**config.mk**
```make
export PLATFORM = sky130hd
export DESIGN_NAME = uart_ring_buffers_cts
export DESIGN_NICKNAME = d
export VERILOG_FILES = /design/src/design/urbc_pkg.sv /design/src/design/urbc_ram.sv /design/src/design/uart_ring_buffers_cts.sv
export SDC_FILE = /design/constraint.sdc
export NUM_CORES = 2
export LEC_CHECK = 0
export ABC_AREA = 1
export BUFFER_PORTS_ARGS = -buffer_cell sky130_fd_sc_hd__clkbuf_2
export CAP_MARGIN = 20
export CORE_MARGIN = 2
export CORE_UTILIZATION = 35
export DETAILED_ROUTE_END_ITERATION = 6
export GPL_TIMING_DRIVEN = 0
export PLACE_DENSITY = 0.5
export SYNTH_ARGS = -nofsm -noshare
export SYNTH_HDL_FRONTEND = slang
export SYNTH_SLANG_ARGS = --single-unit
```
**constraint.sdc**
```tcl
create_clock -name clk -period 4.7 [get_ports clk]
set_input_delay 0.235 -clock clk [delete_from_list [all_inputs] [get_ports clk]]
set_output_delay 0.235 -clock clk [all_outputs]
set_load 0.005 [all_outputs]
```
**src/design/urbc_pkg.sv**
```systemverilog
// ============================================================================
// urbc_pkg
// types and constants shared by the serial port ring buffer block
// ============================================================================
`default_nettype none

package urbc_pkg;

    localparam int CFG_W  = 7;
    localparam int BYTE_W = 8;
    localparam int IDX_W  = 1;

    localparam logic [IDX_W-1:0] CFG_IDX_BLOCK   = 1'b0;
    localparam logic [IDX_W-1:0] CFG_IDX_RELEASE = 1'b1;

    localparam logic [CFG_W-1:0] CTS_BLOCK_RST   = 7'd10;
    localparam logic [CFG_W-1:0] CTS_RELEASE_RST = 7'd20;

    typedef enum logic [1:0] {
        FUNC_LINE_RX  = 2'd0,
        FUNC_HOST_PUT = 2'd1,
        FUNC_HOST_GET = 2'd2,
        FUNC_TX_READY = 2'd3
    } func_t;

    typedef struct packed {
        func_t             func;
        logic [BYTE_W-1:0] data_byte;
    } in_t;

    typedef struct packed {
        logic              byte_valid;
        logic [BYTE_W-1:0] data_out;
        logic              cts_blocked;
        logic              tx_enabled;
        logic              tx_dropped;
    } out_t;

    typedef struct packed {
        logic byte_valid;
        logic sel_tx;
        logic cts_blocked;
        logic tx_enabled;
        logic tx_dropped;
    } pend_t;

endpackage

`default_nettype wire

```
**src/design/urbc_ram.sv**
```systemverilog
// ============================================================================
// urbc_ram
// simple dual port byte memory, one write and one registered read per cycle
// ============================================================================
`default_nettype none

module urbc_ram #(
    parameter int DEPTH = 128,
    parameter int AW    = 7
) (
    input  wire logic                        clk,
    input  wire logic                        we,
    input  wire logic [AW-1:0]               waddr,
    input  wire logic [urbc_pkg::BYTE_W-1:0] wdata,
    input  wire logic                        re,
    input  wire logic [AW-1:0]               raddr,
    output logic      [urbc_pkg::BYTE_W-1:0] rdata
);

    logic [urbc_pkg::BYTE_W-1:0] mem [DEPTH];

    always_ff @(posedge clk)
    begin
        if (we)
        begin
            mem[waddr] <= wdata;
        end
    end

    always_ff @(posedge clk)
    begin
        if (re)
        begin
            rdata <= mem[raddr];
        end
    end

endmodule

`default_nettype wire

```
**src/design/uart_ring_buffers_cts.sv**
```systemverilog
// ============================================================================
// uart_ring_buffers_cts
// receive and transmit byte rings with cts flow control on the receive side
// ============================================================================
//
//  channel  direction  signals                       beat
//  in       input      in_valid in_ready in_data     one event (func, byte)
//  out      output     out_valid out_ready out_data  one result per event
//  cfg      input      cfg_we cfg_index cfg_wdata    one threshold write
//
//  pointers and flags update at the edge that accepts the beat, the ring is
//  read at that edge, and the result passes from the pending register into
//  the output register once the output is free; one beat per cycle
//  sustained while out_ready stays high
//  reset clears pointers and flags and loads the default thresholds at once; no clearing pass
//  a stalled output holds one result plus one in flight, then in_ready drops
//
`default_nettype none

module uart_ring_buffers_cts #(
    parameter int RX_DEPTH = 128,
    parameter int TX_DEPTH = 256
) (
    input  wire logic                           clk,
    input  wire logic                           rst_n,
    input  wire logic                           in_valid,
    output logic                                in_ready,
    input  wire urbc_pkg::in_t                  in_data,
    output logic                                out_valid,
    input  wire logic                           out_ready,
    output urbc_pkg::out_t                      out_data,
    input  wire logic                           cfg_we,
    input  wire logic [urbc_pkg::IDX_W-1:0]     cfg_index,
    input  wire logic [urbc_pkg::CFG_W-1:0]     cfg_wdata
);

    localparam int RX_AW = $clog2(RX_DEPTH);
    localparam int TX_AW = $clog2(TX_DEPTH);
    localparam int RX_MW = (RX_AW + 1 > urbc_pkg::CFG_W) ? RX_AW + 1 : urbc_pkg::CFG_W;
    localparam logic [RX_AW-1:0] RX_LAST = RX_AW'(RX_DEPTH - 1);
    localparam logic [TX_AW-1:0] TX_LAST = TX_AW'(TX_DEPTH - 1);
    localparam logic [RX_AW:0]   RX_SPAN = (RX_AW + 1)'(RX_DEPTH);

    logic [RX_AW-1:0] rx_wp_reg, rx_wp_next, rx_rp_reg, rx_rp_next;
    logic [TX_AW-1:0] tx_wp_reg, tx_wp_next, tx_rp_reg, tx_rp_next;
    logic             cts_reg, cts_next;
    logic             txen_reg, txen_next;
    logic [urbc_pkg::CFG_W-1:0] blk_reg, blk_next, rel_reg, rel_next;

    logic             pend_valid_reg, pend_valid_next;
    urbc_pkg::pend_t  pend_reg, pend_next;
    logic             out_valid_reg, out_valid_next;
    urbc_pkg::out_t   out_reg, out_next;

    logic             in_fire, move;
    logic             rx_we, rx_re, tx_we, tx_re;
    logic [urbc_pkg::BYTE_W-1:0] rx_rdata, tx_rdata;

    logic [RX_AW-1:0] rx_wp_inc, rx_rp_inc;
    logic [TX_AW-1:0] tx_wp_inc, tx_rp_inc;
    logic [RX_AW:0]   rx_diff_w, rx_diff_r, rx_fix_w, rx_fix_r;
    logic [RX_MW-1:0] rx_meas_w, rx_meas_r;

    assign rx_wp_inc = (rx_wp_reg == RX_LAST) ? '0 : rx_wp_reg + 1'b1;
    assign rx_rp_inc = (rx_rp_reg == RX_LAST) ? '0 : rx_rp_reg + 1'b1;
    assign tx_wp_inc = (tx_wp_reg == TX_LAST) ? '0 : tx_wp_reg + 1'b1;
    assign tx_rp_inc = (tx_rp_reg == TX_LAST) ? '0 : tx_rp_reg + 1'b1;

    // free space measure after a line byte and after a host get
    assign rx_diff_w = {1'b0, rx_rp_reg} - {1'b0, rx_wp_inc};
    assign rx_diff_r = {1'b0, rx_rp_inc} - {1'b0, rx_wp_reg};
    assign rx_fix_w  = rx_diff_w[RX_AW] ? rx_diff_w + RX_SPAN : rx_diff_w;
    assign rx_fix_r  = rx_diff_r[RX_AW] ? rx_diff_r + RX_SPAN : rx_diff_r;
    assign rx_meas_w = RX_MW'(rx_fix_w[RX_AW-1:0]);
    assign rx_meas_r = RX_MW'(rx_fix_r[RX_AW-1:0]);

    assign move     = pend_valid_reg && (!out_valid_reg || out_ready);
    assign in_ready = !pend_valid_reg || move;
    assign in_fire  = in_valid && in_ready;

    always_comb
    begin
        rx_wp_next = rx_wp_reg;
        rx_rp_next = rx_rp_reg;
        tx_wp_next = tx_wp_reg;
        tx_rp_next = tx_rp_reg;
        cts_next   = cts_reg;
        txen_next  = txen_reg;
        rx_we      = 1'b0;
        rx_re      = 1'b0;
        tx_we      = 1'b0;
        tx_re      = 1'b0;
        pend_next  = pend_reg;
        if (in_fire)
        begin
            pend_next = '0;
            case (in_data.func)
                urbc_pkg::FUNC_LINE_RX:
                begin
                    rx_we      = 1'b1;
                    rx_wp_next = rx_wp_inc;
                    if (rx_meas_w < RX_MW'(blk_reg))
                    begin
                        cts_next = 1'b1;
                    end
                end
                urbc_pkg::FUNC_HOST_PUT:
                begin
                    if (tx_wp_inc == tx_rp_reg)
                    begin
                        pend_next.tx_dropped = 1'b1;
                    end
                    else
                    begin
                        tx_we      = 1'b1;
                        tx_wp_next = tx_wp_inc;
                    end
                    txen_next = 1'b1;
                end
                urbc_pkg::FUNC_HOST_GET:
                begin
                    if (rx_rp_reg != rx_wp_reg)
                    begin
                        rx_re                = 1'b1;
                        rx_rp_next           = rx_rp_inc;
                        pend_next.byte_valid = 1'b1;
                        if (rx_meas_r > RX_MW'(rel_reg))
                        begin
                            cts_next = 1'b0;
                        end
                    end
                end
                urbc_pkg::FUNC_TX_READY:
                begin
                    if (tx_rp_reg == tx_wp_reg)
                    begin
                        txen_next = 1'b0;
                    end
                    else
                    begin
                        tx_re                = 1'b1;
                        tx_rp_next           = tx_rp_inc;
                        pend_next.byte_valid = 1'b1;
                        pend_next.sel_tx     = 1'b1;
                    end
                end
                default:
                begin
                end
            endcase
            pend_next.cts_blocked = cts_next;
            pend_next.tx_enabled  = txen_next;
        end
    end

    always_comb
    begin
        blk_next = blk_reg;
        rel_next = rel_reg;
        if (cfg_we)
        begin
            case (cfg_index)
                urbc_pkg::CFG_IDX_BLOCK:   blk_next = cfg_wdata;
                urbc_pkg::CFG_IDX_RELEASE: rel_next = cfg_wdata;
                default:
                begin
                end
            endcase
        end
    end

    always_comb
    begin
        pend_valid_next = pend_valid_reg;
        if (in_fire)
        begin
            pend_valid_next = 1'b1;
        end
        else if (move)
        begin
            pend_valid_next = 1'b0;
        end
        out_valid_next = out_valid_reg;
        out_next       = out_reg;
        if (move)
        begin
            out_valid_next       = 1'b1;
            out_next.byte_valid  = pend_reg.byte_valid;
            out_next.data_out    = '0;
            if (pend_reg.byte_valid)
            begin
                out_next.data_out = pend_reg.sel_tx ? tx_rdata : rx_rdata;
            end
            out_next.cts_blocked = pend_reg.cts_blocked;
            out_next.tx_enabled  = pend_reg.tx_enabled;
            out_next.tx_dropped  = pend_reg.tx_dropped;
        end
        else if (out_ready)
        begin
            out_valid_next = 1'b0;
        end
    end

    always_ff @(posedge clk or negedge rst_n)
    begin
        if (!rst_n)
        begin
            rx_wp_reg      <= '0;
            rx_rp_reg      <= '0;
            tx_wp_reg      <= '0;
            tx_rp_reg      <= '0;
            cts_reg        <= 1'b0;
            txen_reg       <= 1'b0;
            blk_reg        <= urbc_pkg::CTS_BLOCK_RST;
            rel_reg        <= urbc_pkg::CTS_RELEASE_RST;
            pend_valid_reg <= 1'b0;
            out_valid_reg  <= 1'b0;
        end
        else
        begin
            rx_wp_reg      <= rx_wp_next;
            rx_rp_reg      <= rx_rp_next;
            tx_wp_reg      <= tx_wp_next;
            tx_rp_reg      <= tx_rp_next;
            cts_reg        <= cts_next;
            txen_reg       <= txen_next;
            blk_reg        <= blk_next;
            rel_reg        <= rel_next;
            pend_valid_reg <= pend_valid_next;
            out_valid_reg  <= out_valid_next;
        end
    end

    always_ff @(posedge clk)
    begin
        pend_reg <= pend_next;
        out_reg  <= out_next;
    end

    urbc_ram #(
        .DEPTH (RX_DEPTH),
        .AW    (RX_AW)
    ) u_rx_ram (
        .clk   (clk),
        .we    (rx_we),
        .waddr (rx_wp_reg),
        .wdata (in_data.data_byte),
        .re    (rx_re),
        .raddr (rx_rp_reg),
        .rdata (rx_rdata)
    );

    urbc_ram #(
        .DEPTH (TX_DEPTH),
        .AW    (TX_AW)
    ) u_tx_ram (
        .clk   (clk),
        .we    (tx_we),
        .waddr (tx_wp_reg),
        .wdata (in_data.data_byte),
        .re    (tx_re),
        .raddr (tx_rp_reg),
        .rdata (tx_rdata)
    );

    assign out_valid = out_valid_reg;
    assign out_data  = out_reg;

`ifndef ASSERT_OFF
    a_pend_moves: assert property (@(posedge clk) disable iff (!rst_n)
        pend_valid_reg && !out_valid_reg |=> out_valid_reg)
        else $error("pending result not moved to output register");

    a_stall_blocks_input: assert property (@(posedge clk) disable iff (!rst_n)
        pend_valid_reg && out_valid_reg && !out_ready |-> !in_ready)
        else $error("beat accepted while result path is full");

    a_empty_byte_zero: assert property (@(posedge clk) disable iff (!rst_n)
        out_valid_reg && !out_reg.byte_valid |-> out_reg.data_out == '0)
        else $error("data_out not zero without a byte");

    a_drop_keeps_enable: assert property (@(posedge clk) disable iff (!rst_n)
        out_valid_reg && out_reg.tx_dropped |-> out_reg.tx_enabled)
        else $error("dropped put without transmit enable");

    a_ptr_range: assert property (@(posedge clk) disable iff (!rst_n)
        (RX_AW + 1)'(rx_wp_reg) < RX_SPAN && (RX_AW + 1)'(rx_rp_reg) < RX_SPAN)
        else $error("receive pointer out of range");
`endif

endmodule

`default_nettype wire

```
Word-level counts from Yosys, hierarchy flattened
Memory sizes are Yosys's and may differ from the RTL's. A register that Yosys moved wholly into a read port is not among the register bits.
Cells that the tools add are included.
{"block": "totals", "out_inout_bits": 14, "register_bits": 65, "in_bits": 23, "ram_bits": 3072, "n_memories": 2}
{"block": "op_classes", "muxes": 35, "n_eq_ne": 10, "order_cmp": 2, "addsub": 8, "bitwise": 3, "reduce_logical": 15}
{"memory": "u_tx_ram.mem", "words": 256, "word_bits": 8, "read_ports": 1, "rd_clocked_by_memory_dff": 1, "write_ports": 1, "line": "urbc_ram.sv:20", "source": "logic [urbc_pkg::BYTE_W-1:0] mem [DEPTH];"}
{"memory": "u_rx_ram.mem", "words": 128, "word_bits": 8, "read_ports": 1, "rd_clocked_by_memory_dff": 1, "write_ports": 1, "line": "urbc_ram.sv:20"}
{"cell": "$add 7x1->7 const B", "count": 4}
{"cell": "$mux 7", "count": 4}
{"cell": "$mux 1", "count": 24}
{"cell": "$mux 8", "count": 3}
{"cell": "$add 8x1->8 const B", "count": 2}
{"cell": "$eq 8x8->1", "count": 2}
{"cell": "$eq 8x8->1 const B", "count": 2}
{"cell": "$sub 7x7->8", "count": 2}
{"cell": "$eq 7x7->1 const B", "count": 2}
{"cell": "$reduce_and 3->1", "count": 3}
{"cell": "$gt 7x7->1", "count": 1}
{"cell": "$lt 7x7->1", "count": 1}
{"cell": "$ne 7x7->1", "count": 1}
{"cell": "$pmux 1 s2", "count": 3}
{"cell": "$reduce_and 2->1", "count": 3}
{"cell": "$eq 2x2->1 const B", "count": 2}
{"cell": "$reduce_bool 2->1", "count": 2}
{"cell": "$not 1->1", "count": 3}
{"cell": "$eq 2x1->1 const B", "count": 1}
{"cell": "$logic_and 1x1->1", "count": 2}
{"cell": "$logic_not 1->1", "count": 2}
{"cell": "$logic_not 2->1", "count": 1}
{"cell": "$logic_or 1x1->1", "count": 2}
{"cell": "$mux 2", "count": 1}

Logic depth before layout (Yosys ltp)
{"block": "depth", "depth_word": 9, "mapped_depth": 28}

Hierarchy
Synthesis repeated with hierarchy kept, for this count alone.
{"block": "unflattened", "cells_unflattened": 11111, "hier_area_um2": 129853.3}
{"mod": "urbc_ram at u_tx_ram", "n_inst": 1, "area_each_um2": 83476.3, "cells_per_inst": 7003}
{"mod": "urbc_ram at u_rx_ram", "n_inst": 1, "area_each_um2": 42184.2, "cells_per_inst": 3575}
{"mod": "uart_ring_buffers_cts", "n_inst": 1, "area_each_um2": 4192.8, "cells_per_inst": 533}

Least setup slack after synthesis
Ideal clock, no wire load.
{"block": "synth_timing", "path_kind": "reg-to-reg", "startpoint": "reg rx_rp_reg[4]", "endpoint": "reg pend_reg[2] (netlist bit), data pin", "setup_time_ns": 0.258, "arrival_time_ns": 3.152, "path_stages_with_launch": 27, "path_buffers": 1, "setup_slack_ns": 1.290, "synth_period_minus_slack_ns": 3.410, "path_cell_list": "dfrtp_1 -> clkbuf_1 -> inv_2 -> nor2_1 -> inv_1 -> nor2_1 -> inv_1 -> nor2_1 -> inv_1 -> nand2_1 -> ha_1 -> inv_1 -> fa_1 -> nand3_1 -> nand2_1 -> nand2_1 -> nand2_1 -> a21oi_1 -> xnor2_1 -> ha_1 -> nand2_1 -> nor2_1 -> nand2_1 -> o211ai_1 -> nand4_1 -> nand2_1 -> nand2_1"}
{"block": "synth_via", "elab_chain_cells": 9, "elab_cells_between_ends": 16}
{"item": "start: declaration", "line": "uart_ring_buffers_cts.sv:44", "source": "logic [RX_AW-1:0] rx_wp_reg, rx_wp_next, rx_rp_reg, rx_rp_next;"}
{"item": "start signal: assignment", "line": "uart_ring_buffers_cts.sv:222", "source": "rx_rp_reg <= rx_rp_next;"}
{"item": "$add 7x1->7 / $eq 7x7->1 (equally long branches)", "line": "uart_ring_buffers_cts.sv:65", "source": "assign rx_rp_inc = (rx_rp_reg == RX_LAST) ? '0 : rx_rp_reg + 1'b1;"}
{"item": "$mux 7", "line": "uart_ring_buffers_cts.sv:65"}
{"item": "$sub 7x7->8", "line": "uart_ring_buffers_cts.sv:71", "source": "assign rx_diff_r = {1'b0, rx_rp_inc} - {1'b0, rx_wp_reg};"}
{"item": "$add 7x1->7", "line": "uart_ring_buffers_cts.sv:73", "source": "assign rx_fix_r = rx_diff_r[RX_AW] ? rx_diff_r + RX_SPAN : rx_diff_r;"}
{"item": "$mux 7", "line": "uart_ring_buffers_cts.sv:73"}
{"item": "$gt 7x7->1", "line": "uart_ring_buffers_cts.sv:127", "source": "if (rx_meas_r > RX_MW'(rel_reg))"}
{"item": "$mux 1", "line": "uart_ring_buffers_cts.sv:127"}
{"item": "$mux 1", "line": "uart_ring_buffers_cts.sv:122", "source": "if (rx_rp_reg != rx_wp_reg)"}
{"item": "$pmux 1 s2 (*)", "line": "uart_ring_buffers_cts.sv:97", "source": "case (in_data.func)"}
{"item": "end signal: assignment", "line": "uart_ring_buffers_cts.sv:236", "source": "pend_reg <= pend_next;"}
{"item": "end: declaration", "line": "uart_ring_buffers_cts.sv:51", "source": "urbc_pkg::pend_t pend_reg, pend_next;"}
Mark *: on every way between the ends. The rest lies on a longest branch, timed or not.
A chain may end at the register's enable or synchronous reset.

Worst setup path after layout
{"block": "layout_timing", "startpoint": "reg out_valid_reg, in the netlist out_valid", "endpoint": "mem u_rx_ram.mem[106][6] (netlist bit), enable pin"}
{"block": "layout_via", "elab_chain_cells": 8}
{"item": "start: declaration", "line": "uart_ring_buffers_cts.sv:52", "source": "logic out_valid_reg, out_valid_next;"}
{"item": "start signal: assignment", "line": "uart_ring_buffers_cts.sv:230", "source": "out_valid_reg <= out_valid_next;"}
{"item": "$logic_not 1->1", "line": "uart_ring_buffers_cts.sv:77", "source": "assign move = pend_valid_reg && (!out_valid_reg || out_ready);"}
{"item": "$logic_or 1x1->1", "line": "uart_ring_buffers_cts.sv:77"}
{"item": "$logic_and 1x1->1", "line": "uart_ring_buffers_cts.sv:77"}
{"item": "$logic_or 1x1->1", "line": "uart_ring_buffers_cts.sv:78", "source": "assign in_ready = !pend_valid_reg || move;"}
{"item": "$logic_and 1x1->1", "line": "uart_ring_buffers_cts.sv:79", "source": "assign in_fire = in_valid && in_ready;"}
{"item": "named net in_fire", "line": "uart_ring_buffers_cts.sv:55", "source": "logic in_fire, move;"}
{"item": "$mux 1", "line": "uart_ring_buffers_cts.sv:94", "source": "if (in_fire)"}
{"item": "$mux 1", "line": "urbc_ram.sv:24", "source": "if (we)"}
{"item": "$mux 1 (implied by the code)", "line": "urbc_ram.sv:26", "source": "mem[waddr] <= wdata;"}
{"item": "end: declaration", "line": "urbc_ram.sv:20"}
The timed path passes the listed nets, and every way through them passes these cells.

==> qor.txt <==
Status -> finished, violations left
Failing checks -> design-rule violations, negative setup slack
CTS HTree Levels -> 5
Worst-path fanout max -> 10
Switching Share -> 41.3%
IO buf count -> 36
Routed wire length -> 545 mm
Hold WC Path Type -> input port to flip-flop
IO Count -> 37
Setup Viol. Count Final -> 143
Final slew viol count -> 0
Max-slew headroom -> 13.0%
Largest family of logic cells by synthesized area -> simple AND/OR/NAND/NOR gates
Final Non-Filler Cells -> 17,800
Clock Power Share -> 29.8%
GRT Overall Usage -> 27.8%
Largest net degree at the start of global routing -> 117
Setup TNS -> -8710 ps
Worst setup margin -> -137 ps
Row count -> 225
CTS tree -> built
Synthesized netlist net count -> 12,000
Clock root buffer -> clkbuf_16
Leakage power -> 55.8 nW
Critical Setup Path Class -> flip-flop to flip-flop
ANT nets after route -> 0
Initial antenna violation count -> 57
Post-synthesis register bit count -> 3,153
Crit path DAT -> 5420 ps
Post-synthesis simple-gate area fraction -> 19.1%
Num CTS Buffers -> 353
Overall power -> 93.1 mW
DPL Wire Length -> 378 mm
Mux contribution to synthesized area -> 0%
Core area -> 376,000 um2
Sw power -> 38.4 mW
Global route overflow -> 0
Hold WS -> 113 ps
Max clock buf depth -> 4
Most flop-heavy register -> u_tx_ram.mem
RSZ-0062 raised after global routing -> yes
Initial DRT Pass Iterations -> 7
Die width -> 618 um
Synth Warn # -> 0
First-pass GRT wire length -> 733 mm
Reg area -> 94,400 um2
Multi-input logic area -> 31,800 um2
Final Skew -> 121 ps
Clock Latency Late Sink -> 1000 ps
Die area -> 382,000 um2
Crit path required time -> 5280 ps
Sequential power share -> 33.7%
XOR/XNOR Fraction of Synth Area -> 0.199%
Vias per std cell -> 5.45
Initial DRC count -> 15,000
Comb pwr share -> 36.5%
DRC Markers -> 2
Mean Syn Cell Area -> 11.0 um2
Num Clock Sinks -> 3,153
Die Ht -> 618 um
Area Growth Syn to Fin -> 15.6%
Internal power -> 54.6 mW
Worst-Margin Slew -> 1300 ps
Yosys cell types -> 38
Vias in the first global route -> 88,600
Startpoint types -> flip-flop
Max reg flops -> 2,048
Fin crit share -> 103%
Sequential-to-total area share from yosys stat -> 71.5%
Min Tclk post-route -> 4840 ps
Initial core utilization -> 35.2%
Placed insts -> 17,100
Fill cells -> 36,200
Post-Syn Area -> 132,000 um2
Syn Inst Count -> 12,000
NumNets Final -> 12,600
Placer Congestion -> 0.990
Max Fclk -> 207 MHz
Max capacitance violation total -> 0
Critical path capture point type -> flip-flop
Final hold vios -> 0
Vias -> 97,000
Clk pin slew, worst setup/hold paths -> 60 ps
Pwr per Cell Area -> 610 nW/um2
Wire per inst -> 30.6 um
Peak supply drop -> 328 uV
Share of cells above drive strength 1 -> 7.56%
Compound-Gate Fraction of Synth Area -> 4.40%
Synthesized-area fraction occupied by adder cells -> 0.343%
power groups by stage:
stage          clock network (mW)  registers, mW  logic (mW)
2_1_floorplan                   0           31.8        15.3
3_3_place_gp                    0           32.2        31.5
3_5_place_dp                    0           31.9        32.5
4_1_cts                      27.9           31.3        32.6
5_1_grt                      28.9           31.3        35.0
6_report                     27.8           31.3        34.0
critical path, cell delays in order, from the launching register on:
cell,delay (ps)
dfrtp_1,450
nand3_1,180
nand2_1,650
clkinvlp_4,630
nand2_1,410
inv_1,180
nand3_1,540
buf_1,940
nor2_1,480
logic make-up after synthesis:
group / count (synthesis)
compound gates: 1106
xor+xnor: 30
fa+ha+maj: 35
buf+inv: 1464
flops: 3153
simple gates: 6175
path summary, 6_finish.rpt:
path / start / slack [ps] / endpoint / cells past startpoint
worst max-delay path: out_valid$_DFFE_PN0P_ / -140 / u_rx_ram.mem[106][6]$_DFFE_PP_ / 8
worst min-delay path: in_valid / 110 / pend_valid_reg$_DFFE_PN0P_ / 3
worst max register to register: out_valid$_DFFE_PN0P_ / -140 / u_rx_ram.mem[106][6]$_DFFE_PP_ / 8
worst min register to register: pend_reg[2]$_DFFE_PP_ / 460 / out_data[2]$_DFFE_PP_ / 0
max in group asynchronous: rst_n / 2640 / tx_wp_reg[4]$_DFFE_PN0P_ / 4
min in group asynchronous: rst_n / 560 / rx_rp_reg[5]$_DFFE_PN0P_ / 4
area by class of cell:
cell class,instances,area share [%]
sequential,3153,61.9
multi-input combinational,7346,20.8
clock buffer,444,6.10
tap,4994,4.10
buffer,705,2.01
timing repair buffer,193,1.87
inverter,755,1.86
clock inverter,190,1.31
antenna,16,0.0262
Yosys cell counts (all sizes together):
| cell | count | area, um2 |
|---|---|---|
| a21o | 1 | 7.51 |
| a21oi | 183 | 916 |
| a22oi | 1 | 7.51 |
| and3 | 3 | 18.8 |
| buf | 352 | 1710 |
| clkbuf | 357 | 1340 |
| clkinv | 7 | 26.3 |
| dfrtp | 44 | 1100 |
| dfstp | 4 | 105 |
| edfxtp | 3105 | 93200 |
| fa | 2 | 40.0 |
| ha | 33 | 413 |
| inv | 748 | 2810 |
| nand2 | 3222 | 12100 |
| nand3 | 1365 | 7010 |
| nand3b | 1 | 7.51 |
| nand4 | 13 | 81.3 |
| nor2 | 1548 | 5830 |
| nor3 | 9 | 45.0 |
| nor4 | 1 | 6.26 |
| o211ai | 69 | 518 |
| o21ai | 773 | 3870 |
| o22ai | 79 | 494 |
| or2 | 13 | 81.3 |
| xnor2 | 7 | 61.3 |
| xor2 | 23 | 201 |
repair_timing:
item | in CTS | in global routing
pin swaps | 1 | 0
resized for setup | 15 | 17
setup endpoints to repair | 324 | 67
cloned | 0 | 0
hold endpoints to repair | 388 | 0
setup buffers | 1 | 0
hold buffers | 28 | 0
metrics by stage:
step | worst slack [ps] | util (%) | cell area (um2)
after detailed placement | -404 | 37.5 | 141000
final | -137 | 40.6 | 153000
after global routing | -58.5 | 40.6 | 153000
after CTS | 5.36 | 40.6 | 152000
after floorplan | 1290 | - | 132000
after global placement | -4460 | 36.9 | 138000
layer usage:
metal / GRT usage [%] / vias up / share of wire [%]
li1: - / 41900 / -
met1: 38.5 / 48200 / 40
met2: 41.3 / 5780 / 43
met3: 6.05 / 1046 / 11
met4: 13.9 / 12 / 5.7
met5: 0 / - / 0.016
layout by cell type (no fill, tap or decap), types with 182 or more instances in the layout:
cell type / instances
nand2_1: 3218
edfxtp_1: 3105
nor2_1: 1532
nand3_1: 1347
o21ai_0: 772
inv_1: 737
clkbuf_1: 420
clkbuf_16: 358
buf_2: 219
a21oi_1: 182
Power figures use the tool's default switching activity.
